<file path="config.mk">
export PLATFORM = sky130hd
export DESIGN_NAME = flow_heatmap_color_unit_flat
export DESIGN_NICKNAME = d
export VERILOG_FILES = /design/src/rtl/fhc_pkg.sv /design/src/rtl/fhc_if.sv /design/src/rtl/flow_heatmap_color_unit.sv /design/src/rtl/fhc_classify.sv /design/src/rtl/fhc_div_cell.sv /design/src/rtl/fhc_finish.sv /design/src/flat_wrapper.sv
export VERILOG_INCLUDE_DIRS = /design/src /design/src/rtl
export SDC_FILE = /design/constraint.sdc
export NUM_CORES = 1
export LEC_CHECK = 0
export BUFFER_PORTS_ARGS = -buffer_cell sky130_fd_sc_hd__buf_2
export CELL_PAD_IN_SITES_DETAIL_PLACEMENT = 1
export CELL_PAD_IN_SITES_GLOBAL_PLACEMENT = 1
export CORE_ASPECT_RATIO = 0.6
export CORE_MARGIN = 3
export CORE_UTILIZATION = 50
export DETAILED_ROUTE_END_ITERATION = 6
export PLACE_DENSITY = 0.84
export SLEW_MARGIN = 15
export SYNTH_ARGS = -nofsm -noshare
export SYNTH_HDL_FRONTEND = slang
export SYNTH_HIERARCHICAL = 1
export SYNTH_SLANG_ARGS = --single-unit
</file>
<file path="constraint.sdc">
create_clock -name clk -period 5.2 [get_ports clk]
set_input_delay 0 -clock clk [delete_from_list [all_inputs] [get_ports clk]]
set_output_delay 0 -clock clk [all_outputs]
set_load 0.01 [all_outputs]
</file>
<file path="src/rtl/flow_heatmap_color_unit_macros.svh">
// assertion macros for the heat colormap block
// expects clk and rst_n in scope at the point of use
`ifndef FLOW_HEATMAP_COLOR_UNIT_MACROS_SVH
`define FLOW_HEATMAP_COLOR_UNIT_MACROS_SVH

// same-cycle implication, disabled in reset
`define FHC_ASSERT_NOW(label, ante, cons, msg) \
  label: assert property (@(posedge clk) disable iff (!rst_n) (ante) |-> (cons)) \
    else $error(msg);

// next-cycle implication, disabled in reset
`define FHC_ASSERT_NEXT(label, ante, cons, msg) \
  label: assert property (@(posedge clk) disable iff (!rst_n) (ante) |=> (cons)) \
    else $error(msg);

`endif

</file>
<file path="src/rtl/fhc_pkg.sv">
// shared types and constants of the heat colormap block
// no dependencies
`default_nettype none

package fhc_pkg;

  // register indexes on the config port
  localparam int CFG_IDX_BITS = 3;
  localparam logic [CFG_IDX_BITS-1:0] CFG_MIN_LEVEL  = 3'd0;
  localparam logic [CFG_IDX_BITS-1:0] CFG_LOW_LEVEL  = 3'd1;
  localparam logic [CFG_IDX_BITS-1:0] CFG_HIGH_LEVEL = 3'd2;
  localparam logic [CFG_IDX_BITS-1:0] CFG_MAX_LEVEL  = 3'd3;

  // threshold reset values, truncated to the sample width at use
  localparam logic [31:0] RST_MIN_LEVEL  = 32'd0;
  localparam logic [31:0] RST_LOW_LEVEL  = 32'd10922;
  localparam logic [31:0] RST_HIGH_LEVEL = 32'd21845;
  localparam logic [31:0] RST_MAX_LEVEL  = 32'd32767;

  // colour segment selected for a sample
  typedef enum logic [2:0] {
    MODE_BLUE    = 3'd0,
    MODE_RED     = 3'd1,
    MODE_G_UP    = 3'd2,
    MODE_G_DOWN  = 3'd3,
    MODE_B_DOWN  = 3'd4,
    MODE_R_UP    = 3'd5
  } fhc_mode_t;

endpackage

`default_nettype wire

</file>
<file path="src/rtl/fhc_if.sv">
// valid/ready channel interfaces: sample in, colour out, config write
// depends on fhc_pkg
`default_nettype none

interface fhc_in_if #(parameter int SAMPLE_BITS = 16);
  logic                          valid;
  logic                          ready;
  logic signed [SAMPLE_BITS-1:0] flow_sample;

  modport source (output valid, output flow_sample, input ready);
  modport sink   (input valid, input flow_sample, output ready);
endinterface

interface fhc_out_if #(parameter int CHANNEL_BITS = 8);
  logic                    valid;
  logic                    ready;
  logic [CHANNEL_BITS-1:0] red_level;
  logic [CHANNEL_BITS-1:0] green_level;
  logic [CHANNEL_BITS-1:0] blue_level;

  modport source (output valid, output red_level, output green_level, output blue_level,
                  input ready);
  modport sink   (input valid, input red_level, input green_level, input blue_level,
                  output ready);
endinterface

interface fhc_cfg_if #(parameter int SAMPLE_BITS = 16);
  import fhc_pkg::*;
  logic                    valid;
  logic                    ready;
  logic [CFG_IDX_BITS-1:0] index;
  logic [SAMPLE_BITS-1:0]  data;

  modport source (output valid, output index, output data, input ready);
  modport sink   (input valid, input index, input data, output ready);
endinterface

`default_nettype wire

</file>
<file path="src/rtl/flow_heatmap_color_unit.sv">
// Heat colormap: signed flow sample in, RGB word out.
// Channels: in_word carries flow_sample, out_word carries red/green/blue
// levels, cfg_word writes the four thresholds (index 0 min, 1 low, 2 high,
// 3 max; other indexes are dropped). All use valid/ready; a word moves on a
// rising edge with both high. cfg_word is always ready.
// Pipeline: CHANNEL_BITS + 2 register stages: one classify cell, CHANNEL_BITS
// divider cells (one quotient bit each) and the output cell. Throughput: one
// word per cycle while out_word.ready is high; every cell is a registered
// stage with its own valid.
// Stall: when out_word.ready is low, the output word holds, empty cells
// upstream still fill, and in_word.ready drops only once the chain is full.
// Reset: rst_n low clears all cell valids and loads the threshold defaults.
// Thresholds should only change while the chain is empty.
// Depends on fhc_pkg, fhc_if, fhc_classify, fhc_div_cell, fhc_finish.
`default_nettype none

module flow_heatmap_color_unit #(
  parameter int SAMPLE_BITS  = 16,
  parameter int CHANNEL_BITS = 8
) (
  input  logic      clk,
  input  logic      rst_n,
  fhc_in_if.sink    in_word,
  fhc_out_if.source out_word,
  fhc_cfg_if.sink   cfg_word
);
  import fhc_pkg::*;
  `include "flow_heatmap_color_unit_macros.svh"

  localparam int SB = SAMPLE_BITS;
  localparam int CB = CHANNEL_BITS;
  localparam logic [CB-1:0] FULL = {CB{1'b1}};

  logic signed [SB-1:0] min_r, low_r, high_r, max_r;
  logic [4*SB-1:0]      thr_all;
  logic                 cfg_wr;

  // chain links: entry k is the output of cell k (0 is classify)
  logic      [CB:0]         v_lnk, r_lnk;
  fhc_mode_t                mode_lnk [CB+1];
  logic      [SB-1:0]       off_lnk  [CB+1];
  logic      [SB-1:0]       span_lnk [CB+1];
  logic      [SB-1:0]       rem_lnk  [CB+1];
  logic      [CB-1:0]       quot_lnk [CB+1];

  // threshold registers
  assign cfg_word.ready = 1'b1;
  assign cfg_wr = cfg_word.valid && cfg_word.ready;

  always_ff @(posedge clk) begin
    if (!rst_n) begin
      min_r  <= RST_MIN_LEVEL[SB-1:0];
      low_r  <= RST_LOW_LEVEL[SB-1:0];
      high_r <= RST_HIGH_LEVEL[SB-1:0];
      max_r  <= RST_MAX_LEVEL[SB-1:0];
    end else if (cfg_wr) begin
      case (cfg_word.index)
        CFG_MIN_LEVEL:  min_r  <= cfg_word.data;
        CFG_LOW_LEVEL:  low_r  <= cfg_word.data;
        CFG_HIGH_LEVEL: high_r <= cfg_word.data;
        CFG_MAX_LEVEL:  max_r  <= cfg_word.data;
        default: ;
      endcase
    end
  end

  assign thr_all = {min_r, low_r, high_r, max_r};

  // front cell
  fhc_classify #(.SAMPLE_BITS(SB)) u_classify (
    .clk         (clk),
    .rst_n       (rst_n),
    .up_valid    (in_word.valid),
    .up_ready    (in_word.ready),
    .flow_sample (in_word.flow_sample),
    .min_level   (min_r),
    .low_level   (low_r),
    .high_level  (high_r),
    .max_level   (max_r),
    .dn_valid    (v_lnk[0]),
    .dn_ready    (r_lnk[0]),
    .mode        (mode_lnk[0]),
    .offset      (off_lnk[0]),
    .span        (span_lnk[0])
  );

  // division starts with the offset as remainder and an empty quotient
  assign rem_lnk[0]  = off_lnk[0];
  assign quot_lnk[0] = '0;

  // divider cells, one quotient bit each
  for (genvar k = 1; k <= CB; k++) begin : g_cell
    fhc_div_cell #(.SAMPLE_BITS(SB), .CHANNEL_BITS(CB)) u_cell (
      .clk      (clk),
      .rst_n    (rst_n),
      .up_valid (v_lnk[k-1]),
      .up_ready (r_lnk[k-1]),
      .mode_i   (mode_lnk[k-1]),
      .off_i    (off_lnk[k-1]),
      .span_i   (span_lnk[k-1]),
      .rem_i    (rem_lnk[k-1]),
      .quot_i   (quot_lnk[k-1]),
      .dn_valid (v_lnk[k]),
      .dn_ready (r_lnk[k]),
      .mode_o   (mode_lnk[k]),
      .off_o    (off_lnk[k]),
      .span_o   (span_lnk[k]),
      .rem_o    (rem_lnk[k]),
      .quot_o   (quot_lnk[k])
    );
  end

  // output cell
  fhc_finish #(.SAMPLE_BITS(SB), .CHANNEL_BITS(CB)) u_finish (
    .clk      (clk),
    .rst_n    (rst_n),
    .up_valid (v_lnk[CB]),
    .up_ready (r_lnk[CB]),
    .mode_i   (mode_lnk[CB]),
    .off_i    (off_lnk[CB]),
    .rem_i    (rem_lnk[CB]),
    .quot_i   (quot_lnk[CB]),
    .dn_valid (out_word.valid),
    .dn_ready (out_word.ready),
    .red_o    (out_word.red_level),
    .green_o  (out_word.green_level),
    .blue_o   (out_word.blue_level)
  );

  // every colour on the map has one channel off
  `FHC_ASSERT_NOW(a_one_channel_off, out_word.valid,
    out_word.red_level == '0 || out_word.green_level == '0 || out_word.blue_level == '0,
    "no channel off in output colour")
  // every colour on the map has one channel full
  `FHC_ASSERT_NOW(a_one_channel_full, out_word.valid,
    out_word.red_level == FULL || out_word.green_level == FULL || out_word.blue_level == FULL,
    "no channel full in output colour")
  // writes to unknown indexes leave the thresholds alone
  `FHC_ASSERT_NEXT(a_bad_index_ignored, cfg_wr && cfg_word.index > CFG_MAX_LEVEL,
    $stable(thr_all), "threshold changed by out-of-range write")

endmodule

`default_nettype wire

</file>
<file path="src/rtl/fhc_classify.sv">
// front cell: picks the colour segment and the fade offset and span
// depends on fhc_pkg
`default_nettype none

module fhc_classify #(
  parameter int SAMPLE_BITS  = 16
) (
  input  logic                          clk,
  input  logic                          rst_n,
  input  logic                          up_valid,
  output logic                          up_ready,
  input  logic signed [SAMPLE_BITS-1:0] flow_sample,
  input  logic signed [SAMPLE_BITS-1:0] min_level,
  input  logic signed [SAMPLE_BITS-1:0] low_level,
  input  logic signed [SAMPLE_BITS-1:0] high_level,
  input  logic signed [SAMPLE_BITS-1:0] max_level,
  output logic                          dn_valid,
  input  logic                          dn_ready,
  output fhc_pkg::fhc_mode_t            mode,
  output logic [SAMPLE_BITS-1:0]        offset,
  output logic [SAMPLE_BITS-1:0]        span
);
  import fhc_pkg::*;

  localparam int SB = SAMPLE_BITS;

  logic signed [SB:0]   f_x, mn_x, lo_x, hi_x, mx_x;
  logic signed [SB:0]   d_min, d_low, d_high, d_max;
  logic signed [SB:0]   span_lo, span_hi, span_mid;
  logic [SB+1:0]        twice, span_mid_w, mid_off;
  logic                 below_mid;
  fhc_mode_t            mode_nxt;
  logic [SB-1:0]        off_nxt, span_nxt;

  logic                 valid_r;
  fhc_mode_t            mode_r;
  logic [SB-1:0]        off_r, span_r;

  // differences against each threshold
  always_comb begin
    f_x        = {flow_sample[SB-1], flow_sample};
    mn_x       = {min_level[SB-1], min_level};
    lo_x       = {low_level[SB-1], low_level};
    hi_x       = {high_level[SB-1], high_level};
    mx_x       = {max_level[SB-1], max_level};
    d_min      = f_x - mn_x;
    d_low      = f_x - lo_x;
    d_high     = f_x - hi_x;
    d_max      = f_x - mx_x;
    span_lo    = lo_x - mn_x;
    span_hi    = mx_x - hi_x;
    span_mid   = hi_x - lo_x;
    twice      = {d_low, 1'b0};
    span_mid_w = {span_mid[SB], span_mid};
    below_mid  = twice < span_mid_w;
    mid_off    = twice - span_mid_w;
  end

  // segment select in the tested order
  always_comb begin
    mode_nxt = MODE_BLUE;
    off_nxt  = '0;
    span_nxt = {{(SB-1){1'b0}}, 1'b1};
    if (d_min[SB]) begin
      mode_nxt = MODE_BLUE;
    end else if (!d_max[SB]) begin
      mode_nxt = MODE_RED;
    end else if (d_low[SB]) begin
      mode_nxt = MODE_G_UP;
      off_nxt  = d_min[SB-1:0];
      span_nxt = span_lo[SB-1:0];
    end else if (!d_high[SB]) begin
      mode_nxt = MODE_G_DOWN;
      off_nxt  = d_high[SB-1:0];
      span_nxt = span_hi[SB-1:0];
    end else if (below_mid) begin
      mode_nxt = MODE_B_DOWN;
      off_nxt  = twice[SB-1:0];
      span_nxt = span_mid[SB-1:0];
    end else begin
      mode_nxt = MODE_R_UP;
      off_nxt  = mid_off[SB-1:0];
      span_nxt = span_mid[SB-1:0];
    end
  end

  assign up_ready = !valid_r || dn_ready;

  // stage register
  always_ff @(posedge clk) begin
    if (!rst_n) begin
      valid_r <= 1'b0;
    end else if (up_ready) begin
      valid_r <= up_valid;
    end
  end

  always_ff @(posedge clk) begin
    if (up_ready && up_valid) begin
      mode_r <= mode_nxt;
      off_r  <= off_nxt;
      span_r <= span_nxt;
    end
  end

  assign dn_valid = valid_r;
  assign mode     = mode_r;
  assign offset   = off_r;
  assign span     = span_r;

endmodule

`default_nettype wire

</file>
<file path="src/rtl/fhc_div_cell.sv">
// divider cell: one quotient bit of offset/span per cell, registered
// depends on fhc_pkg and flow_heatmap_color_unit_macros.svh
`default_nettype none

module fhc_div_cell #(
  parameter int SAMPLE_BITS  = 16,
  parameter int CHANNEL_BITS = 8
) (
  input  logic                    clk,
  input  logic                    rst_n,
  input  logic                    up_valid,
  output logic                    up_ready,
  input  fhc_pkg::fhc_mode_t      mode_i,
  input  logic [SAMPLE_BITS-1:0]  off_i,
  input  logic [SAMPLE_BITS-1:0]  span_i,
  input  logic [SAMPLE_BITS-1:0]  rem_i,
  input  logic [CHANNEL_BITS-1:0] quot_i,
  output logic                    dn_valid,
  input  logic                    dn_ready,
  output fhc_pkg::fhc_mode_t      mode_o,
  output logic [SAMPLE_BITS-1:0]  off_o,
  output logic [SAMPLE_BITS-1:0]  span_o,
  output logic [SAMPLE_BITS-1:0]  rem_o,
  output logic [CHANNEL_BITS-1:0] quot_o
);
  import fhc_pkg::*;
  `include "flow_heatmap_color_unit_macros.svh"

  localparam int SB = SAMPLE_BITS;
  localparam int CB = CHANNEL_BITS;

  logic [SB:0]   shifted, diff;
  logic          take;
  logic [SB-1:0] rem_nxt;

  logic          valid_r;
  fhc_mode_t     mode_r;
  logic [SB-1:0] off_r, span_r, rem_r;
  logic [CB-1:0] quot_r;

  // restoring step: double the remainder, subtract span if it fits
  always_comb begin
    shifted = {rem_i, 1'b0};
    diff    = shifted - {1'b0, span_i};
    take    = shifted >= {1'b0, span_i};
    rem_nxt = take ? diff[SB-1:0] : shifted[SB-1:0];
  end

  assign up_ready = !valid_r || dn_ready;

  always_ff @(posedge clk) begin
    if (!rst_n) begin
      valid_r <= 1'b0;
    end else if (up_ready) begin
      valid_r <= up_valid;
    end
  end

  always_ff @(posedge clk) begin
    if (up_ready && up_valid) begin
      mode_r <= mode_i;
      off_r  <= off_i;
      span_r <= span_i;
      rem_r  <= rem_nxt;
      quot_r <= {quot_i[CB-2:0], take};
    end
  end

  assign dn_valid = valid_r;
  assign mode_o   = mode_r;
  assign off_o    = off_r;
  assign span_o   = span_r;
  assign rem_o    = rem_r;
  assign quot_o   = quot_r;

  // partial remainder must stay below the divisor
  `FHC_ASSERT_NOW(a_rem_below_span, valid_r, rem_r < span_r, "remainder not below span")
  // offset never reaches span, so the quotient fits the channel
  `FHC_ASSERT_NOW(a_off_below_span, valid_r, off_r < span_r, "offset not below span")

endmodule

`default_nettype wire

</file>
<file path="src/rtl/fhc_finish.sv">
// last cell: quotient correction and colour assembly into the output register
// depends on fhc_pkg
`default_nettype none

module fhc_finish #(
  parameter int SAMPLE_BITS  = 16,
  parameter int CHANNEL_BITS = 8
) (
  input  logic                    clk,
  input  logic                    rst_n,
  input  logic                    up_valid,
  output logic                    up_ready,
  input  fhc_pkg::fhc_mode_t      mode_i,
  input  logic [SAMPLE_BITS-1:0]  off_i,
  input  logic [SAMPLE_BITS-1:0]  rem_i,
  input  logic [CHANNEL_BITS-1:0] quot_i,
  output logic                    dn_valid,
  input  logic                    dn_ready,
  output logic [CHANNEL_BITS-1:0] red_o,
  output logic [CHANNEL_BITS-1:0] green_o,
  output logic [CHANNEL_BITS-1:0] blue_o
);
  import fhc_pkg::*;

  localparam int CB = CHANNEL_BITS;
  localparam logic [CB-1:0] FULL = {CB{1'b1}};

  logic [CB-1:0] frac;
  logic [CB-1:0] red_nxt, green_nxt, blue_nxt;

  logic          valid_r;
  logic [CB-1:0] red_r, green_r, blue_r;

  // cells gave floor(2^C*off/span); drop one when remainder is below off
  assign frac = (rem_i >= off_i) ? quot_i : quot_i - {{(CB-1){1'b0}}, 1'b1};

  // colour per segment
  always_comb begin
    case (mode_i)
      MODE_BLUE:   begin red_nxt = '0;    green_nxt = '0;    blue_nxt = FULL;  end
      MODE_RED:    begin red_nxt = FULL;  green_nxt = '0;    blue_nxt = '0;    end
      MODE_G_UP:   begin red_nxt = '0;    green_nxt = frac;  blue_nxt = FULL;  end
      MODE_G_DOWN: begin red_nxt = FULL;  green_nxt = ~frac; blue_nxt = '0;    end
      MODE_B_DOWN: begin red_nxt = '0;    green_nxt = FULL;  blue_nxt = ~frac; end
      MODE_R_UP:   begin red_nxt = frac;  green_nxt = FULL;  blue_nxt = '0;    end
      default:     begin red_nxt = '0;    green_nxt = '0;    blue_nxt = '0;    end
    endcase
  end

  assign up_ready = !valid_r || dn_ready;

  always_ff @(posedge clk) begin
    if (!rst_n) begin
      valid_r <= 1'b0;
    end else if (up_ready) begin
      valid_r <= up_valid;
    end
  end

  always_ff @(posedge clk) begin
    if (up_ready && up_valid) begin
      red_r   <= red_nxt;
      green_r <= green_nxt;
      blue_r  <= blue_nxt;
    end
  end

  assign dn_valid = valid_r;
  assign red_o    = red_r;
  assign green_o  = green_r;
  assign blue_o   = blue_r;

endmodule

`default_nettype wire
</file>
<file path="src/flat_wrapper.sv">
// flat-port wrapper written by rule: the top's interface ports become plain ports
module flow_heatmap_color_unit_flat import fhc_pkg::*;
#(
  parameter int SAMPLE_BITS  = 16,
  parameter int CHANNEL_BITS = 8
)
  (clk, rst_n, in_word_valid, in_word_flow_sample, in_word_ready, out_word_valid, out_word_red_level, out_word_green_level, out_word_blue_level, out_word_ready, cfg_word_valid, cfg_word_index, cfg_word_data, cfg_word_ready);
  fhc_in_if #(.SAMPLE_BITS(SAMPLE_BITS)) in_word_i ();
  fhc_out_if #(.CHANNEL_BITS(CHANNEL_BITS)) out_word_i ();
  fhc_cfg_if #(.SAMPLE_BITS(SAMPLE_BITS)) cfg_word_i ();
  input  logic clk;
  input  logic rst_n;
  input wire logic [$bits(in_word_i.valid)-1:0] in_word_valid;
  input wire logic [$bits(in_word_i.flow_sample)-1:0] in_word_flow_sample;
  output wire logic [$bits(in_word_i.ready)-1:0] in_word_ready;
  output wire logic [$bits(out_word_i.valid)-1:0] out_word_valid;
  output wire logic [$bits(out_word_i.red_level)-1:0] out_word_red_level;
  output wire logic [$bits(out_word_i.green_level)-1:0] out_word_green_level;
  output wire logic [$bits(out_word_i.blue_level)-1:0] out_word_blue_level;
  input wire logic [$bits(out_word_i.ready)-1:0] out_word_ready;
  input wire logic [$bits(cfg_word_i.valid)-1:0] cfg_word_valid;
  input wire logic [$bits(cfg_word_i.index)-1:0] cfg_word_index;
  input wire logic [$bits(cfg_word_i.data)-1:0] cfg_word_data;
  output wire logic [$bits(cfg_word_i.ready)-1:0] cfg_word_ready;
  assign in_word_i.valid = in_word_valid;
  assign in_word_i.flow_sample = in_word_flow_sample;
  assign in_word_ready = in_word_i.ready;
  assign out_word_valid = out_word_i.valid;
  assign out_word_red_level = out_word_i.red_level;
  assign out_word_green_level = out_word_i.green_level;
  assign out_word_blue_level = out_word_i.blue_level;
  assign out_word_i.ready = out_word_ready;
  assign cfg_word_i.valid = cfg_word_valid;
  assign cfg_word_i.index = cfg_word_index;
  assign cfg_word_i.data = cfg_word_data;
  assign cfg_word_ready = cfg_word_i.ready;
  flow_heatmap_color_unit #(.SAMPLE_BITS(SAMPLE_BITS), .CHANNEL_BITS(CHANNEL_BITS)) u_core (.clk(clk), .rst_n(rst_n), .in_word(in_word_i), .out_word(out_word_i), .cfg_word(cfg_word_i));
endmodule
</file>
# Yosys cells after proc, flatten, opt, wreduce, memory -nomap -nowiden
# Index checks and enable logic that the tools add are counted.
# word_totals
register_bits	561
input_bits	40
out_inout_bits	27
# op_classes
n_addsub	17
order_cmp	10
eq_ne	8
mux	21
n_bitwise	3
reduce_logical	41
# ops
op	count
two-way mux 16 bit	13
subtractor 16 bit	11
greater-or-equal comparator 17 x 16 -> 1 bit	8
subtractor 16 x 16 -> 17 bit	5
case mux 8 bit (2 select lines)	2
case mux 8 bit (3 select lines)	1
< comparator 18 bit	1
greater-or-equal comparator 16 bit	1
== test 3 x 2 -> 1 bit (second input constant)	4
logical AND 1 bit	10
logical NOT 1 bit	10
logical OR 1 bit	10
two-way mux 8 bit	1
inverter 8 bit	1
AND reduction 2 bit	4
OR reduction 2 bit	4
subtractor 8 x 1 -> 8 bit (second input constant)	1
== test 3 x 1 -> 1 bit (second input constant)	2
== test 3 bit (second input constant)	2
logical NOT 3 bit	2
two-way mux 2 bit	2
OR reduction 4 bit	1
two-way mux 1 bit	2
inverter 1 bit	2

# Longest topological paths before layout
# depth
ltp_word	12
mapped_depth	21
ltp_nobuf	21

# By module
# Netlist, hierarchy kept.
# modules_own_cells
module	instances	cells_each	area_per_inst_um2	seq_area_each_um2
fhc_div_cell	8	218	2939.1	1791.7
fhc_classify	1	912	7214.4	1071.0
flow_heatmap_color_unit	1	248	2606.2	1281.2
fhc_finish	1	182	1850.5	740.7

# Worst setup path after synthesis
# OpenSTA, ideal clock, no wires.
# synth_timing
path_type	reg2reg
from	register u_core.low_r[1]
to	register u_core.u_classify.off_r[14] (netlist: u_core/u_classify/offset[14]) (data pin)
setup_time_ns	0.279
arrival_time_ns	4.229
t_required_ns	4.921
setup_slack_ns	0.692
path_stages_with_launch	19
n_path_buf	0
cell_sequence	dfxtp_1 > inv_1 > ha_1 > nor2b_1 > o31a_1 > o31a_2 > o41a_1 > a21o_1 > a21o_1 > a21o_1 > a21oi_1 > xnor2_1 > ha_1 > a21o_1 > a21oi_1 > mux2_2 > mux2_2 > o21ai_1 > a221oi_1
# synth_between
elab_chain_len	5
elab_cells_between_ends	7
# synth_rtl
element	line	text
start: declaration	flow_heatmap_color_unit.sv:34	logic signed [SB-1:0] min_r, low_r, high_r, max_r;
start signal: assignment	flow_heatmap_color_unit.sv:53	low_r <= RST_LOW_LEVEL[SB-1:0];
start signal: assignment	flow_heatmap_color_unit.sv:59	CFG_LOW_LEVEL: low_r <= cfg_word.data;
subtractor 16 x 16 -> 17 bit, on equally long branches	fhc_classify.sv:47, fhc_classify.sv:52	
subtractor 16 bit / < comparator 18 bit (equally long branches)	fhc_classify.sv:56, fhc_classify.sv:55	
two-way mux 16 bit	fhc_classify.sv:76	end else if (below_mid) begin
two-way mux 16 bit	fhc_classify.sv:72	end else if (!d_high[SB]) begin
two-way mux 16 bit (*)	fhc_classify.sv:68	end else if (d_low[SB]) begin
end signal: assignment	fhc_classify.sv:101	off_r <= off_nxt;
end: declaration	fhc_classify.sv:37	logic [SB-1:0] off_r, span_r;
# Mark *: on every way between the ends. The rest lies on a longest branch, timed or not.
# A chain may end at the register's enable or synchronous reset.

# Worst setup path after layout
# layout_timing
from	register u_core.high_r[1]
to	register u_core.u_classify.off_r[3] (netlist: u_core/u_classify/offset[3]) (data pin)
# layout_between
elab_chain_len	5
elab_cells_between_ends	7
# layout_rtl
element	line	text
start: declaration	flow_heatmap_color_unit.sv:34	
start signal: assignment	flow_heatmap_color_unit.sv:54	high_r <= RST_HIGH_LEVEL[SB-1:0];
start signal: assignment	flow_heatmap_color_unit.sv:60	CFG_HIGH_LEVEL: high_r <= cfg_word.data;
subtractor 16 x 16 -> 17 bit	fhc_classify.sv:52	span_mid = hi_x - lo_x;
subtractor 16 bit / < comparator 18 bit (equally long branches)	fhc_classify.sv:56, fhc_classify.sv:55	
two-way mux 16 bit	fhc_classify.sv:76	
two-way mux 16 bit (*)	fhc_classify.sv:72	
two-way mux 16 bit (*)	fhc_classify.sv:68	
# Marked as above.

==> impl_results.md <==
* CTS max path bufs at 3
* Gpl congestion at 0.963
* IO Pins at 67
* Final Core Density at 55.5%
* DRC Markers at 0
* P_leak at 15.0 nW
* Net load switching power at 3.18 mW
* Die Height at 208 µm
* Critical Path Slowest Stage Cell: dfxtp_1
* Pwr Total at 11.1 mW
* Area occupied by multi-input gates at 16,100 µm²
* Nets@finish at 3,453
* Synthesized area per cell at 11.1 µm²
* Final hold viol count at 0
* Pre-CTS setup slack at -0.132 ns
* IO Port Bufs at 65
* Clock slew at reported path FFs at 0.07 ns
* Sequential power share at 46.5%
* Hold slack at 0.0494 ns
* Worst setup SP type: flip-flop
* Detail Route Antenna Nets at 0
* Worst VDD drop at 0.265 mV
* Total area of sequential cells at 16,100 µm²
* Mapped Cells at 3,041
* Yosys warning count at 6
* Syn-to-layout area delta at 9.13%
* Clk network pwr share at 34.9%
* Global-route wire length before repair at 153,000 µm
* Core area at 66,600 µm²
* Via density at 6.06
* Critical Path Sink: u_core/u_classify/offset[3]$_SDFFCE_PP0P_
* Commonest non-fill, non-tap cell in the layout: edfxtp_1
* CTS tree: built
* CP Depth at 20
* Tot GR Track Use at 27.6%
* # Post-CTS Setup Buffers at 0
* Reg-to-reg startpoint: u_core/high_r[1]$_SDFFE_PN0P_
* Filler cells at 7,041
* Final WS setup at 0.170 ns
* Final setup viols at 0
* Reg2Reg Setup Slack at 0.17 ns
* Row count at 73
* Antenna diodes at 0
* Setup crit start: u_core/high_r[1]$_SDFFE_PN0P_
* Post-Synthesis Cell Area at 33,900 µm²
* Clock sinks at 561
* Total wire length at 98,900 µm
* Critical path's top delay family: compound AO/OA/AOI/OAI gates
* Max-slew headroom at 21.7%
* Initial antenna violation count at 1
* Internal Dissipation at 7.93 mW
* Hold Path Class: in -> reg
* Routed vias at 24,688
* Commonest non-fill, non-tap cells in the layout: edfxtp_1, inv_1, ha_1
* Setup CP Type: reg -> reg
* Mapped Nets at 3,364
* Clk Latency, worst-skew pair at 0.66 ns
* Initial core utilization at 50.9%
* Power per cell area at 301 nW/µm²
* Die width at 342 µm
* Min Tclk post-route at 5.03 ns
* Worst-Margin Slew at 1.17 ns
* Maxcap violations at 0
* Layout cells sized above 1 at 11.5%
* Data arrival, critical path at 5.44 ns
* Die area at 71,000 µm²
* Comb pwr share at 18.5%
* Max incr delay on CP at 0.49 ns
* Worst-path fanout max at 11
* Status: completed
* Pin count of the biggest net entering global routing at 66
* Worst setup EP type: flip-flop
* End of the worst register-to-register path: u_core/u_classify/offset[3]$_SDFFCE_PP0P_
* DRT iter0 DRCs at 2,442
* Fmax at 0.199 GHz
* Drt first pass iters at 5
* DPL Wire Length at 76,100 µm
* CTS Root Cell: clkbuf_16
* Vias in the first global route at 25,686
* RSZ-0062 raised after global routing: no
* Worst Reg-to-Reg Cells at 20
* WL per Instance at 24.3 µm
* GR Overflow Total at 0
* Clock H-tree levels at 2
* Crit path cell chain: inv_1 > fa_1 > nand2b_1 > a21oi_2 > o211a_1 > nor3_1 > a21oi_1 > a21o_1 > a21oi_1 > nor2b_1 > nor3_1 > mux2i_1 > ha_1 > a21o_1 > a21oi_4 > o211ai_2 > buf_4 > a211oi_1 > a31oi_1 > a32o_1
* Max-slew violations at 0
* Buf/Inv on CP at 2
* Total CTS buffers at 54
* Worst Path Required at 5.61 ns
* Switching portion of total power at 28.7%
* Final Cycle Share at 96.7%
* Max Clock Skew at 0.0648 ns
metrics by stage:
stage,area (µm²),setup TNS (ns),cells
floorplan,33900,0,3041
global placement,34900,0,3947
detailed placement,34900,-0.587,3947
CTS,36900,0,4072
global route,36900,0,4072
finish,36900,0,4072
flip-flops by register name (all words and copies together) (netlist names), 24 cells and up:
signal / flops
u_core/g_cell.u_cell/mode_o: 24
u_core/g_cell.u_cell/off_o: 128
u_core/g_cell.u_cell/quot_o: 36
u_core/g_cell.u_cell/rem_o: 128
u_core/g_cell.u_cell/span_o: 112
worst min-delay path by stage:
stage | from | cells after the start | slack, ns | end
2_1_floorplan | in_word_valid | 2 | 0.14 | u_core/u_classify/dn_valid$_SDFFE_PN0N_
3_3_place_gp | in_word_valid | 3 | 0.27 | u_core/u_classify/dn_valid$_SDFFE_PN0N_
3_5_place_dp | cfg_word_data[4] | 3 | 0.30 | u_core/max_r[4]$_SDFFE_PN1P_
4_1_cts | cfg_word_index[0] | 4 | 0.002 | u_core/max_r[3]$_SDFFE_PN1P_
5_1_grt | cfg_word_index[1] | 4 | 0.05 | u_core/max_r[0]$_SDFFE_PN1P_
6_report | cfg_word_index[0] | 4 | 0.05 | u_core/max_r[3]$_SDFFE_PN1P_
power by group through the flow:
stage	clock, mW	sequential [mW]	combinational (mW)
detailed placement	0	5.26	1.95
CTS	3.96	5.16	1.99
global placement	0	5.25	1.82
global route	4.14	5.18	2.21
floorplan	0	5.18	1.46
finish	3.88	5.17	2.06
layout make-up:
| type | count | area share, % |
|---|---|---|
| repair buffers | 128 | 2.34 |
| clock buffers | 66 | 3.96 |
| clock inverters | 32 | 0.654 |
| well taps | 900 | 3.05 |
| flip-flops and latches | 561 | 43.6 |
| inverters | 285 | 2.90 |
| multi-input cells | 2100 | 43.5 |
routing by layer:
layer / global-route usage, % / vias up / wire, µm
li1: - / 11314 / -
met1: 41.0 / 12412 / 46200
met2: 42.0 / 842 / 42800
met3: 5.37 / 118 / 8110
met4: 5.76 / 2 / 1760
met5: 0 / - / 11
worst reg2reg max path, cell delays in order (launching register included):
cell,delay [ns]
dfxtp_1,0.49
inv_1,0.17
fa_1,0.47
nand2b_1,0.23
a21oi_2,0.27
o211a_1,0.29
nor3_1,0.10
a21oi_1,0.22
a21o_1,0.19
a21oi_1,0.11
nor2b_1,0.14
nor3_1,0.06
mux2i_1,0.31
ha_1,0.33
a21o_1,0.21
a21oi_4,0.24
o211ai_2,0.13
buf_4,0.22
a211oi_1,0.25
a31oi_1,0.08
a32o_1,0.29
timing repair:
| item | 4_1_cts | 5_1_grt |
|---|---|---|
| endpoints found under the hold margin | 75 | 0 |
| hold buffers | 27 | 0 |
| setup endpoints to repair | 11 | 17 |
| resized for setup | 1 | 9 |
| cloned | 0 | 0 |
| pin swaps | 0 | 0 |
No activity file was read; power rests on OpenSTA's default activity.
